[config.mk]
export PLATFORM = sky130hd
export DESIGN_NAME = url_percent_decoder
export DESIGN_NICKNAME = d
export VERILOG_FILES = /design/src/sv/upd_pkg.sv /design/src/sv/url_percent_decoder.sv /design/src/sv/upd_front.sv /design/src/sv/upd_fifo.sv /design/src/sv/upd_back.sv
export SDC_FILE = /design/constraint.sdc
export NUM_CORES = 1
export LEC_CHECK = 0
export BUFFER_PORTS_ARGS = -buffer_cell sky130_fd_sc_hd__buf_4
export CAP_MARGIN = 20
export CELL_PAD_IN_SITES_DETAIL_PLACEMENT = 0
export CELL_PAD_IN_SITES_GLOBAL_PLACEMENT = 1
export CORE_MARGIN = 2
export CORE_UTILIZATION = 45
export CTS_CLUSTER_SIZE = 25
export DETAILED_ROUTE_END_ITERATION = 10
export PLACE_DENSITY_LB_ADDON = 0.05
export SYNTH_ARGS = -nofsm -noshare
export SYNTH_HDL_FRONTEND = slang
export SYNTH_SLANG_ARGS = --single-unit
[constraint.sdc]
create_clock -name clk -period 11.9 [get_ports clk]
set_input_delay 2.38 -clock clk [delete_from_list [all_inputs] [get_ports clk]]
set_output_delay 2.38 -clock clk [all_outputs]
set_load 0.05 [all_outputs]
[src/sv/upd_pkg.sv]
// Shared types and constants for the URL percent decoder.
`timescale 1ns / 1ps
`default_nettype none
package upd_pkg;

	localparam int unsigned MAX_BYTES = 6;

	localparam logic [1:0] PH_IDLE = 2'd0;
	localparam logic [1:0] PH_PCT  = 2'd1;
	localparam logic [1:0] PH_HEX  = 2'd2;
	localparam logic [1:0] PH_UNI  = 2'd3;

	localparam logic [7:0] CH_PCT   = 8'h25;
	localparam logic [7:0] CH_PLUS  = 8'h2B;
	localparam logic [7:0] CH_SPACE = 8'h20;
	localparam logic [7:0] CH_U     = 8'h75;

	localparam logic [15:0] CP_TWO_BYTE   = 16'h0080;
	localparam logic [15:0] CP_THREE_BYTE = 16'h0800;
	localparam logic [15:0] CP_SURR_LO    = 16'hD800;
	localparam logic [15:0] CP_SURR_HI    = 16'hE000;

	// One queue entry: the result bytes caused by one input transaction.
	typedef struct packed {
		logic [MAX_BYTES-1:0][7:0] bytes;
		logic [2:0]                cnt;
		logic                      eos;
	} entry_t;

	typedef struct packed {
		logic full;
		logic empty;
	} q_stat_t;

endpackage
`default_nettype wire

[src/sv/url_percent_decoder.sv]
// Top level of the streaming URL percent decoder.
//
//  channel   dir  handshake          payload
//  s_*       in   s_tvalid/s_tready  tdata[7:0] in_byte, tlast last_byte
//  m_*       out  m_tvalid/m_tready  tdata[7:0] out_byte, tuser has_byte, tlast end_of_string
//  cfg_*     in   cfg_we             cfg_wdata plus_as_space
//
// One input transaction per cycle while the queue has room; each yields 0 to 6
// output transactions, sent at one per cycle by the back end while m_tready is high.
// Throughput is set by the output serializer, which sends each result byte as its own transaction.
// From input to output, data passes through the queue, the current entry and the output register.
// Reset clears escape state, queue and output; plus_as_space resets to 0.
`timescale 1ns / 1ps
`default_nettype none
module url_percent_decoder #(
	parameter int unsigned FIFO_DEPTH = 4
) (
	input  wire logic       clk,
	input  wire logic       arst_n,
	input  wire logic       cfg_we,
	input  wire logic       cfg_wdata,
	input  wire logic       s_tvalid,
	output logic            s_tready,
	input  wire logic [7:0] s_tdata,   // [7:0] in_byte
	input  wire logic       s_tlast,
	output logic            m_tvalid,
	input  wire logic       m_tready,
	output logic [7:0]      m_tdata,   // [7:0] out_byte
	output logic            m_tuser,   // [0] has_byte
	output logic            m_tlast
);

	upd_pkg::entry_t  f_ent;
	upd_pkg::entry_t  q_data;
	upd_pkg::q_stat_t q_stat;
	logic             f_push;
	logic             q_pop;
	logic             accept;

	assign s_tready = !q_stat.full;
	assign accept   = s_tvalid && s_tready;

	upd_front u_front (
		.clk       (clk),
		.arst_n    (arst_n),
		.cfg_we    (cfg_we),
		.cfg_wdata (cfg_wdata),
		.accept    (accept),
		.in_byte   (s_tdata),
		.last_byte (s_tlast),
		.ent       (f_ent),
		.ent_push  (f_push)
	);

	upd_fifo #(
		.DEPTH (FIFO_DEPTH)
	) u_fifo (
		.clk    (clk),
		.arst_n (arst_n),
		.push   (f_push),
		.wdata  (f_ent),
		.pop    (q_pop),
		.rdata  (q_data),
		.stat   (q_stat)
	);

	upd_back u_back (
		.clk      (clk),
		.arst_n   (arst_n),
		.q_data   (q_data),
		.q_stat   (q_stat),
		.pop      (q_pop),
		.m_tvalid (m_tvalid),
		.m_tready (m_tready),
		.m_tdata  (m_tdata),
		.m_tuser  (m_tuser),
		.m_tlast  (m_tlast)
	);

`ifndef ASSERT_OFF
	a_bare_is_end: assert property (@(posedge clk) disable iff (!arst_n)
		m_tvalid && !m_tuser |-> m_tlast && m_tdata == 8'd0)
		else $error("bare marker without end of string or with data");

	a_push_has_room: assert property (@(posedge clk) disable iff (!arst_n)
		f_push |-> !q_stat.full && accept)
		else $error("queue push without an accepted transaction or room");

	a_pop_not_empty: assert property (@(posedge clk) disable iff (!arst_n)
		q_pop |-> !q_stat.empty)
		else $error("queue pop while empty");
`endif

endmodule
`default_nettype wire

[src/sv/upd_front.sv]
// Front end: escape tracking and expansion of each input byte into a result list.
`timescale 1ns / 1ps
`default_nettype none
module upd_front (
	input  wire logic            clk,
	input  wire logic            arst_n,
	input  wire logic            cfg_we,
	input  wire logic            cfg_wdata,
	input  wire logic            accept,
	input  wire logic [7:0]      in_byte,
	input  wire logic            last_byte,
	output upd_pkg::entry_t      ent,
	output logic                 ent_push
);

	logic        plus_q;
	logic [1:0]  ph_q;
	logic [1:0]  cnt_q;
	logic [11:0] val_q;
	logic [7:0]  held_q [4];

	logic [1:0]  ph;
	logic [1:0]  cnt;
	logic [11:0] val;
	logic [7:0]  held_n [4];
	logic [upd_pkg::MAX_BYTES-1:0][7:0] lst;
	logic [2:0]  n;
	logic        fail;
	logic        do_idle;
	logic        hx;
	logic [3:0]  hv;
	logic [15:0] code;

	always_comb begin
		hx = 1'b1;
		hv = 4'd0;
		if (in_byte >= 8'h30 && in_byte <= 8'h39) begin
			hv = 4'(in_byte - 8'h30);
		end else if (in_byte >= 8'h41 && in_byte <= 8'h46) begin
			hv = 4'(in_byte - 8'h37);
		end else if (in_byte >= 8'h61 && in_byte <= 8'h66) begin
			hv = 4'(in_byte - 8'h57);
		end else begin
			hx = 1'b0;
		end
	end

	always_comb begin
		ph      = ph_q;
		cnt     = cnt_q;
		val     = val_q;
		held_n  = held_q;
		lst     = '0;
		n       = 3'd0;
		fail    = 1'b0;
		do_idle = 1'b0;
		code    = {val_q, hv};
		unique case (ph_q)
			upd_pkg::PH_IDLE: begin
				do_idle = 1'b1;
			end
			upd_pkg::PH_PCT: begin
				if (in_byte == upd_pkg::CH_U) begin
					ph  = upd_pkg::PH_UNI;
					cnt = 2'd0;
					val = '0;
				end else if (hx) begin
					held_n[0] = in_byte;
					val       = {8'd0, hv};
					cnt       = 2'd1;
					ph        = upd_pkg::PH_HEX;
				end else begin
					fail = 1'b1;
				end
			end
			upd_pkg::PH_HEX: begin
				if (hx) begin
					lst[n] = {val_q[3:0], hv};
					n      = n + 3'd1;
					ph     = upd_pkg::PH_IDLE;
					cnt    = 2'd0;
					val    = '0;
				end else begin
					fail = 1'b1;
				end
			end
			upd_pkg::PH_UNI: begin
				if (hx) begin
					held_n[cnt_q] = in_byte;
					if (cnt_q == 2'd3) begin
						ph  = upd_pkg::PH_IDLE;
						cnt = 2'd0;
						val = '0;
						if (code < upd_pkg::CP_TWO_BYTE) begin
							lst[n] = code[7:0];
							n      = n + 3'd1;
						end else if (code < upd_pkg::CP_THREE_BYTE) begin
							lst[n] = {3'b110, code[10:6]};
							n      = n + 3'd1;
							lst[n] = {2'b10, code[5:0]};
							n      = n + 3'd1;
						end else if (code >= upd_pkg::CP_SURR_LO
								&& code < upd_pkg::CP_SURR_HI) begin
							// surrogate: consumed silently
						end else begin
							lst[n] = {4'b1110, code[15:12]};
							n      = n + 3'd1;
							lst[n] = {2'b10, code[11:6]};
							n      = n + 3'd1;
							lst[n] = {2'b10, code[5:0]};
							n      = n + 3'd1;
						end
					end else begin
						cnt = cnt_q + 2'd1;
						val = code[11:0];
					end
				end else begin
					fail = 1'b1;
				end
			end
		endcase

		if (fail) begin
			lst[n] = upd_pkg::CH_PCT;
			n      = n + 3'd1;
			if (ph_q == upd_pkg::PH_UNI) begin
				lst[n] = upd_pkg::CH_U;
				n      = n + 3'd1;
			end
			for (int k = 0; k < 4; k++) begin
				if (k < int'(cnt_q)) begin
					lst[n] = held_q[k];
					n      = n + 3'd1;
				end
			end
			ph      = upd_pkg::PH_IDLE;
			cnt     = 2'd0;
			val     = '0;
			do_idle = 1'b1;
		end

		if (do_idle) begin
			if (in_byte == upd_pkg::CH_PCT) begin
				ph  = upd_pkg::PH_PCT;
				cnt = 2'd0;
				val = '0;
			end else begin
				lst[n] = (plus_q && in_byte == upd_pkg::CH_PLUS) ? upd_pkg::CH_SPACE
					: in_byte;
				n      = n + 3'd1;
			end
		end

		// escape still open at end of string: pass it through literally
		if (last_byte && ph != upd_pkg::PH_IDLE) begin
			lst[n] = upd_pkg::CH_PCT;
			n      = n + 3'd1;
			if (ph == upd_pkg::PH_UNI) begin
				lst[n] = upd_pkg::CH_U;
				n      = n + 3'd1;
			end
			for (int k = 0; k < 4; k++) begin
				if (k < int'(cnt)) begin
					lst[n] = held_n[k];
					n      = n + 3'd1;
				end
			end
			ph  = upd_pkg::PH_IDLE;
			cnt = 2'd0;
			val = '0;
		end
	end

	assign ent.bytes = lst;
	assign ent.cnt   = n;
	assign ent.eos   = last_byte;
	assign ent_push  = accept && (n != 3'd0 || last_byte);

	always_ff @(posedge clk or negedge arst_n) begin
		if (!arst_n) begin
			plus_q <= 1'b0;
			ph_q   <= upd_pkg::PH_IDLE;
			cnt_q  <= 2'd0;
			val_q  <= '0;
		end else begin
			if (cfg_we) begin
				plus_q <= cfg_wdata;
			end
			if (accept) begin
				ph_q  <= ph;
				cnt_q <= cnt;
				val_q <= val;
			end
		end
	end

	always_ff @(posedge clk) begin
		if (accept) begin
			held_q <= held_n;
		end
	end

endmodule
`default_nettype wire

[src/sv/upd_fifo.sv]
// Short queue of result lists between front and back end.
`timescale 1ns / 1ps
`default_nettype none
module upd_fifo #(
	parameter int unsigned DEPTH = 4
) (
	input  wire logic              clk,
	input  wire logic              arst_n,
	input  wire logic              push,
	input  wire upd_pkg::entry_t   wdata,
	input  wire logic              pop,
	output upd_pkg::entry_t        rdata,
	output upd_pkg::q_stat_t       stat
);

	localparam int unsigned AW = (DEPTH > 1) ? $clog2(DEPTH) : 1;
	localparam int unsigned CW = $clog2(DEPTH + 1);

	upd_pkg::entry_t mem_q [DEPTH];
	logic [AW-1:0]   wr_ptr_q;
	logic [AW-1:0]   rd_ptr_q;
	logic [CW-1:0]   cnt_q;

	assign stat.full  = (cnt_q == CW'(DEPTH));
	assign stat.empty = (cnt_q == '0);
	assign rdata      = mem_q[rd_ptr_q];

	always_ff @(posedge clk) begin
		if (push) begin
			mem_q[wr_ptr_q] <= wdata;
		end
	end

	always_ff @(posedge clk or negedge arst_n) begin
		if (!arst_n) begin
			wr_ptr_q <= '0;
			rd_ptr_q <= '0;
			cnt_q    <= '0;
		end else begin
			if (push) begin
				wr_ptr_q <= (wr_ptr_q == AW'(DEPTH - 1)) ? '0 : wr_ptr_q + 1'b1;
			end
			if (pop) begin
				rd_ptr_q <= (rd_ptr_q == AW'(DEPTH - 1)) ? '0 : rd_ptr_q + 1'b1;
			end
			if (push && !pop) begin
				cnt_q <= cnt_q + 1'b1;
			end else if (pop && !push) begin
				cnt_q <= cnt_q - 1'b1;
			end
		end
	end

endmodule
`default_nettype wire

[src/sv/upd_back.sv]
// Back end: serializes each result list onto the output stream, one byte per transaction.
`timescale 1ns / 1ps
`default_nettype none
module upd_back (
	input  wire logic             clk,
	input  wire logic             arst_n,
	input  wire upd_pkg::entry_t  q_data,
	input  wire upd_pkg::q_stat_t q_stat,
	output logic                  pop,
	output logic                  m_tvalid,
	input  wire logic             m_tready,
	output logic [7:0]            m_tdata,
	output logic                  m_tuser,
	output logic                  m_tlast
);

	upd_pkg::entry_t cur_q;
	logic            cur_vld_q;
	logic [2:0]      idx_q;
	logic            out_vld_q;
	logic [7:0]      out_byte_q;
	logic            out_has_q;
	logic            out_eos_q;

	logic adv;
	logic fin;
	logic emit;

	assign adv  = !out_vld_q || m_tready;
	assign fin  = (cur_q.cnt == 3'd0) || (idx_q == cur_q.cnt - 3'd1);
	assign emit = adv && cur_vld_q;
	assign pop  = !q_stat.empty && (!cur_vld_q || (emit && fin));

	always_ff @(posedge clk or negedge arst_n) begin
		if (!arst_n) begin
			cur_vld_q <= 1'b0;
			idx_q     <= 3'd0;
			out_vld_q <= 1'b0;
		end else begin
			if (pop) begin
				cur_vld_q <= 1'b1;
				idx_q     <= 3'd0;
			end else if (emit && fin) begin
				cur_vld_q <= 1'b0;
			end else if (emit) begin
				idx_q <= idx_q + 3'd1;
			end
			if (adv) begin
				out_vld_q <= cur_vld_q;
			end
		end
	end

	always_ff @(posedge clk) begin
		if (pop) begin
			cur_q <= q_data;
		end
		if (emit) begin
			out_has_q  <= (cur_q.cnt != 3'd0);
			out_byte_q <= (cur_q.cnt != 3'd0) ? cur_q.bytes[idx_q] : 8'd0;
			out_eos_q  <= cur_q.eos && fin;
		end
	end

	assign m_tvalid = out_vld_q;
	assign m_tdata  = out_byte_q;
	assign m_tuser  = out_has_q;
	assign m_tlast  = out_eos_q;

endmodule
`default_nettype wire

==> results.json <==
{
  "slew_viol_final": 0,
  "ir_drop_mv": 0.111,
  "min_to": "u_back.m_tvalid",
  "io_buffers": 26,
  "drt-pass1-iter-count": 7,
  "die_x_um": 206,
  "post_drt_wl_per_cell_um": 30.7,
  "drc": 0,
  "path_class": "in -> reg",
  "worst-r2r-cell-count": 35,
  "clkLatencyLatePin_ns": 0.57,
  "clockPowerShare_pct": 29.2,
  "arrival_ns": 11.41,
  "min_from": "u_back.cur_vld_q",
  "finalHoldViolations": 0,
  "worst_slew_pin_slew_ns": 1.18,
  "syn-cell-area_um2": 18400,
  "vias_per_cell": 6.68,
  "htree_levels": 2,
  "path_clk_slew_ns": 0.06,
  "r2r_slack_ns": 1.63,
  "grt_start_max_net_pins": 55,
  "io_pins": 27,
  "max_slew_margin_pct": 20.4,
  "cp_slowest_cell": "nor3_1",
  "grt_pass1_wl_um": 96100,
  "seq_power_share_pct": 45.4,
  "yosysMostFrequentCell": "edfxtp_1",
  "nets": 1636,
  "clock_sinks": 323,
  "antenna_found_initial": 3,
  "fmax_ghz": 0.0895,
  "cts_tree": "built",
  "final_layout_size_suffix_gt1_share_pct": 18.0,
  "p_int_mw": 2.52,
  "ys.flop_type": "edfxtp_1",
  "globalplace.congestion": 1.01,
  "p_sw_mw": 1.13,
  "synth_seq_cells": 323,
  "core.rowCount": 74,
  "fin_crit_sh_pct": 93.9,
  "crit_required_ns": 12.14,
  "combPwrFrac_pct": 25.4,
  "syn_avg_cell_area_um2": 11.8,
  "powerDensity_nw_per_um2": 178,
  "synth_edf_count": 294,
  "drt-initial-drc-count": 1875,
  "hold_class": "reg -> reg",
  "die_h_um": 206,
  "postRouteWirelength_um": 65900,
  "ant_nets": 0,
  "rsz0062_at_grt": "false",
  "num_vias": 14400,
  "synth_fp_nets": 1606,
  "yosysSeqAreaShare_pct": 51.9,
  "dieArea_um2": 42600,
  "grt.total_usage_pct": 31.7,
  "syn-instance-count": 1559,
  "fin_crit_ns": 11.17,
  "r2r_start": "u_front.cnt_q[1]",
  "ys_types": 104,
  "status": "finished, final reports clean",
  "max_cap_violations": 0,
  "power_leakage_nw": 7.05,
  "syn2layout_area_growth_pct": 11.4,
  "synth_warnings": 0,
  "holdPathStages": 1,
  "synthTopCellsByCount": "edfxtp_1, nand2_1, nor2_1",
  "setup.worst_path.start_class": "input pin",
  "overflow": 0,
  "max_stage_delay_ns": 0.80,
  "start_util_pct": 45.3,
  "cts_buffer_depth": 3,
  "worstPathMaxFanout": 10,
  "reg2reg_to": "u_fifo.mem_q[0][49]",
  "crit_top_cell": "ha_1",
  "antennaDiodeCount": 0,
  "setup_violations": 0,
  "total_power_mw": 3.65,
  "yosysTopAreaCell": "edfxtp_1",
  "netlist_top_cells_area": "edfxtp_1, mux4_2, dfrtp_1",
  "numCtsBuffers": 36,
  "switching_share_pct": 31.1,
  "finalSetupTns_ns": 0,
  "skew_ns": 0.0407,
  "async_flop_share_pct": 8.98,
  "grt_pass1_vias": 13500,
  "dp_hpwl_um": 48700,
  "synth_top_area_share_pct": 47.9,
  "root_buffer": "clkbuf_16",
  "core-area_um2": 40600,
  "end_kind": "flop"
}
-- area by class of cell --
type,count,area (um2)
timing repair buffer,73,548
tap,532,666
sequential,323,9560
clock inverter,21,189
multi-input combinational,1093,8390
clock buffer,43,927
inverter,62,238
fill,3581,20100
-- layer usage --
metal | vias to the layer above | wire length (um) | track usage [%]
met2 | 795 | 29600 | 47.9
met1 | 7189 | 27100 | 44.3
met4 | 0 | 3570 | 15.1
li1 | 6213 | - | -
met3 | 155 | 5670 | 5.60
met5 | - | 0 | 0
-- cells in the final DEF, fill, tap and decap left out, types with 10 or more instances in the layout --
cell type	synthesis	final
a32oi_1	12	11
nand3_1	37	37
and3_1	13	13
nor2_1	116	112
mux2_2	22	22
clkbuf_16	0	36
buf_4	3	73
a31oi_1	17	17
o22ai_1	39	38
nand2_1	138	138
nor3_1	32	31
o31ai_1	10	10
xnor2_1	18	18
inv_1	54	53
mux4_2	60	60
mux2i_1	24	24
xor2_1	10	10
o211ai_1	29	29
edfxtp_1	294	294
ha_1	31	31
and2_1	11	11
a22o_1	20	20
a21oi_1	91	91
o21ai_0	83	82
a211oi_1	12	12
clkinv_1	4	10
a22oi_1	28	28
a21o_1	18	18
nor2b_1	15	14
dfrtp_1	29	27
-- how the worst max path moves through the flow --
| stage | start | end | depth (start not counted) |
|---|---|---|---|
| floorplan | s_tdata[0] | u_fifo.mem_q[0][24] | 42 |
| global placement | s_tdata[0] | u_fifo.mem_q[0][9] | 40 |
| detailed placement | s_tdata[0] | u_fifo.mem_q[0][9] | 40 |
| CTS | s_tdata[0] | u_fifo.mem_q[3][38] | 39 |
| global route | s_tdata[1] | u_fifo.mem_q[2][10] | 40 |
| finish | s_tdata[0] | u_fifo.mem_q[0][49] | 37 |
-- what timing repair did --
| action | 4_1_cts | 5_1_grt |
|---|---|---|
| hold buffers | 0 | 0 |
| resized for setup | 0 | 13 |
| endpoints found under the hold margin | 0 | 0 |
| buffers inserted | 0 | 4 |
| endpoints found under the setup margin | 0 | 168 |
-- power groups by stage --
| stage | logic [mW] | clock network [mW] | registers [mW] |
|---|---|---|---|
| final | 0.928 | 1.07 | 1.66 |
| after global routing | 0.995 | 1.14 | 1.68 |
| after CTS | 0.947 | 1.09 | 1.66 |
| after detailed placement | 0.943 | 0 | 1.69 |
| after global placement | 0.937 | 0 | 1.68 |
| after floorplan | 0.598 | 0 | 1.69 |
-- registers in the layout, indices dropped and copies added, names as in the netlist --
| signal | cells |
|---|---|
| u_fifo.mem_q | 208 |
| u_back.cur_q | 52 |
| u_front.held_q | 24 |
| u_front.val_q | 12 |
| u_back.m_tdata | 8 |
| u_back.idx_q | 3 |
| u_fifo.cnt_q | 3 |
| u_fifo.rd_ptr_q | 2 |
| u_fifo.wr_ptr_q | 2 |
| u_front.cnt_q | 2 |
| u_front.ph_q | 2 |
| u_back.cur_vld_q | 1 |
| u_back.m_tlast | 1 |
| u_back.m_tuser | 1 |
| u_back.m_tvalid | 1 |
| u_front.plus_q | 1 |
-- logic make-up after synthesis --
logic type	share of synthesized area, %
fa+ha+maj	2.21
buf+inv	3.13
mux	10.0
xor+xnor	2.17
compound gates	18.6
flops	51.9
simple gates	11.9
-- critical path, delay by kind of cell --
family                     cells  cell delay [ns]
adders and majority gates      7             2.02
xor gates and xnor gates       2             0.57
buffers and inverters          5             0.71
muxes                          2             0.60
AOI/OAI and AO/OA             12             2.89
and+or+nand+nor                9             2.21
-- metrics by stage --
| stage | utilization (%) | cell area (um2) | instances | setup slack [ns] | hold slack [ns] |
|---|---|---|---|---|---|
| floorplan | - | 18400 | 1559 | 0.753 | 0.464 |
| global placement | 47.5 | 19300 | 2078 | 0.439 | 0.490 |
| detailed placement | 47.5 | 19300 | 2079 | 0.0498 | 0.500 |
| CTS | 50.2 | 20400 | 2143 | 0.584 | 0.509 |
| global route | 50.5 | 20500 | 2147 | 0.00802 | 0.547 |
| finish | 50.5 | 20500 | 2147 | 0.727 | 0.502 |
Power figures use the tool's default switching activity.
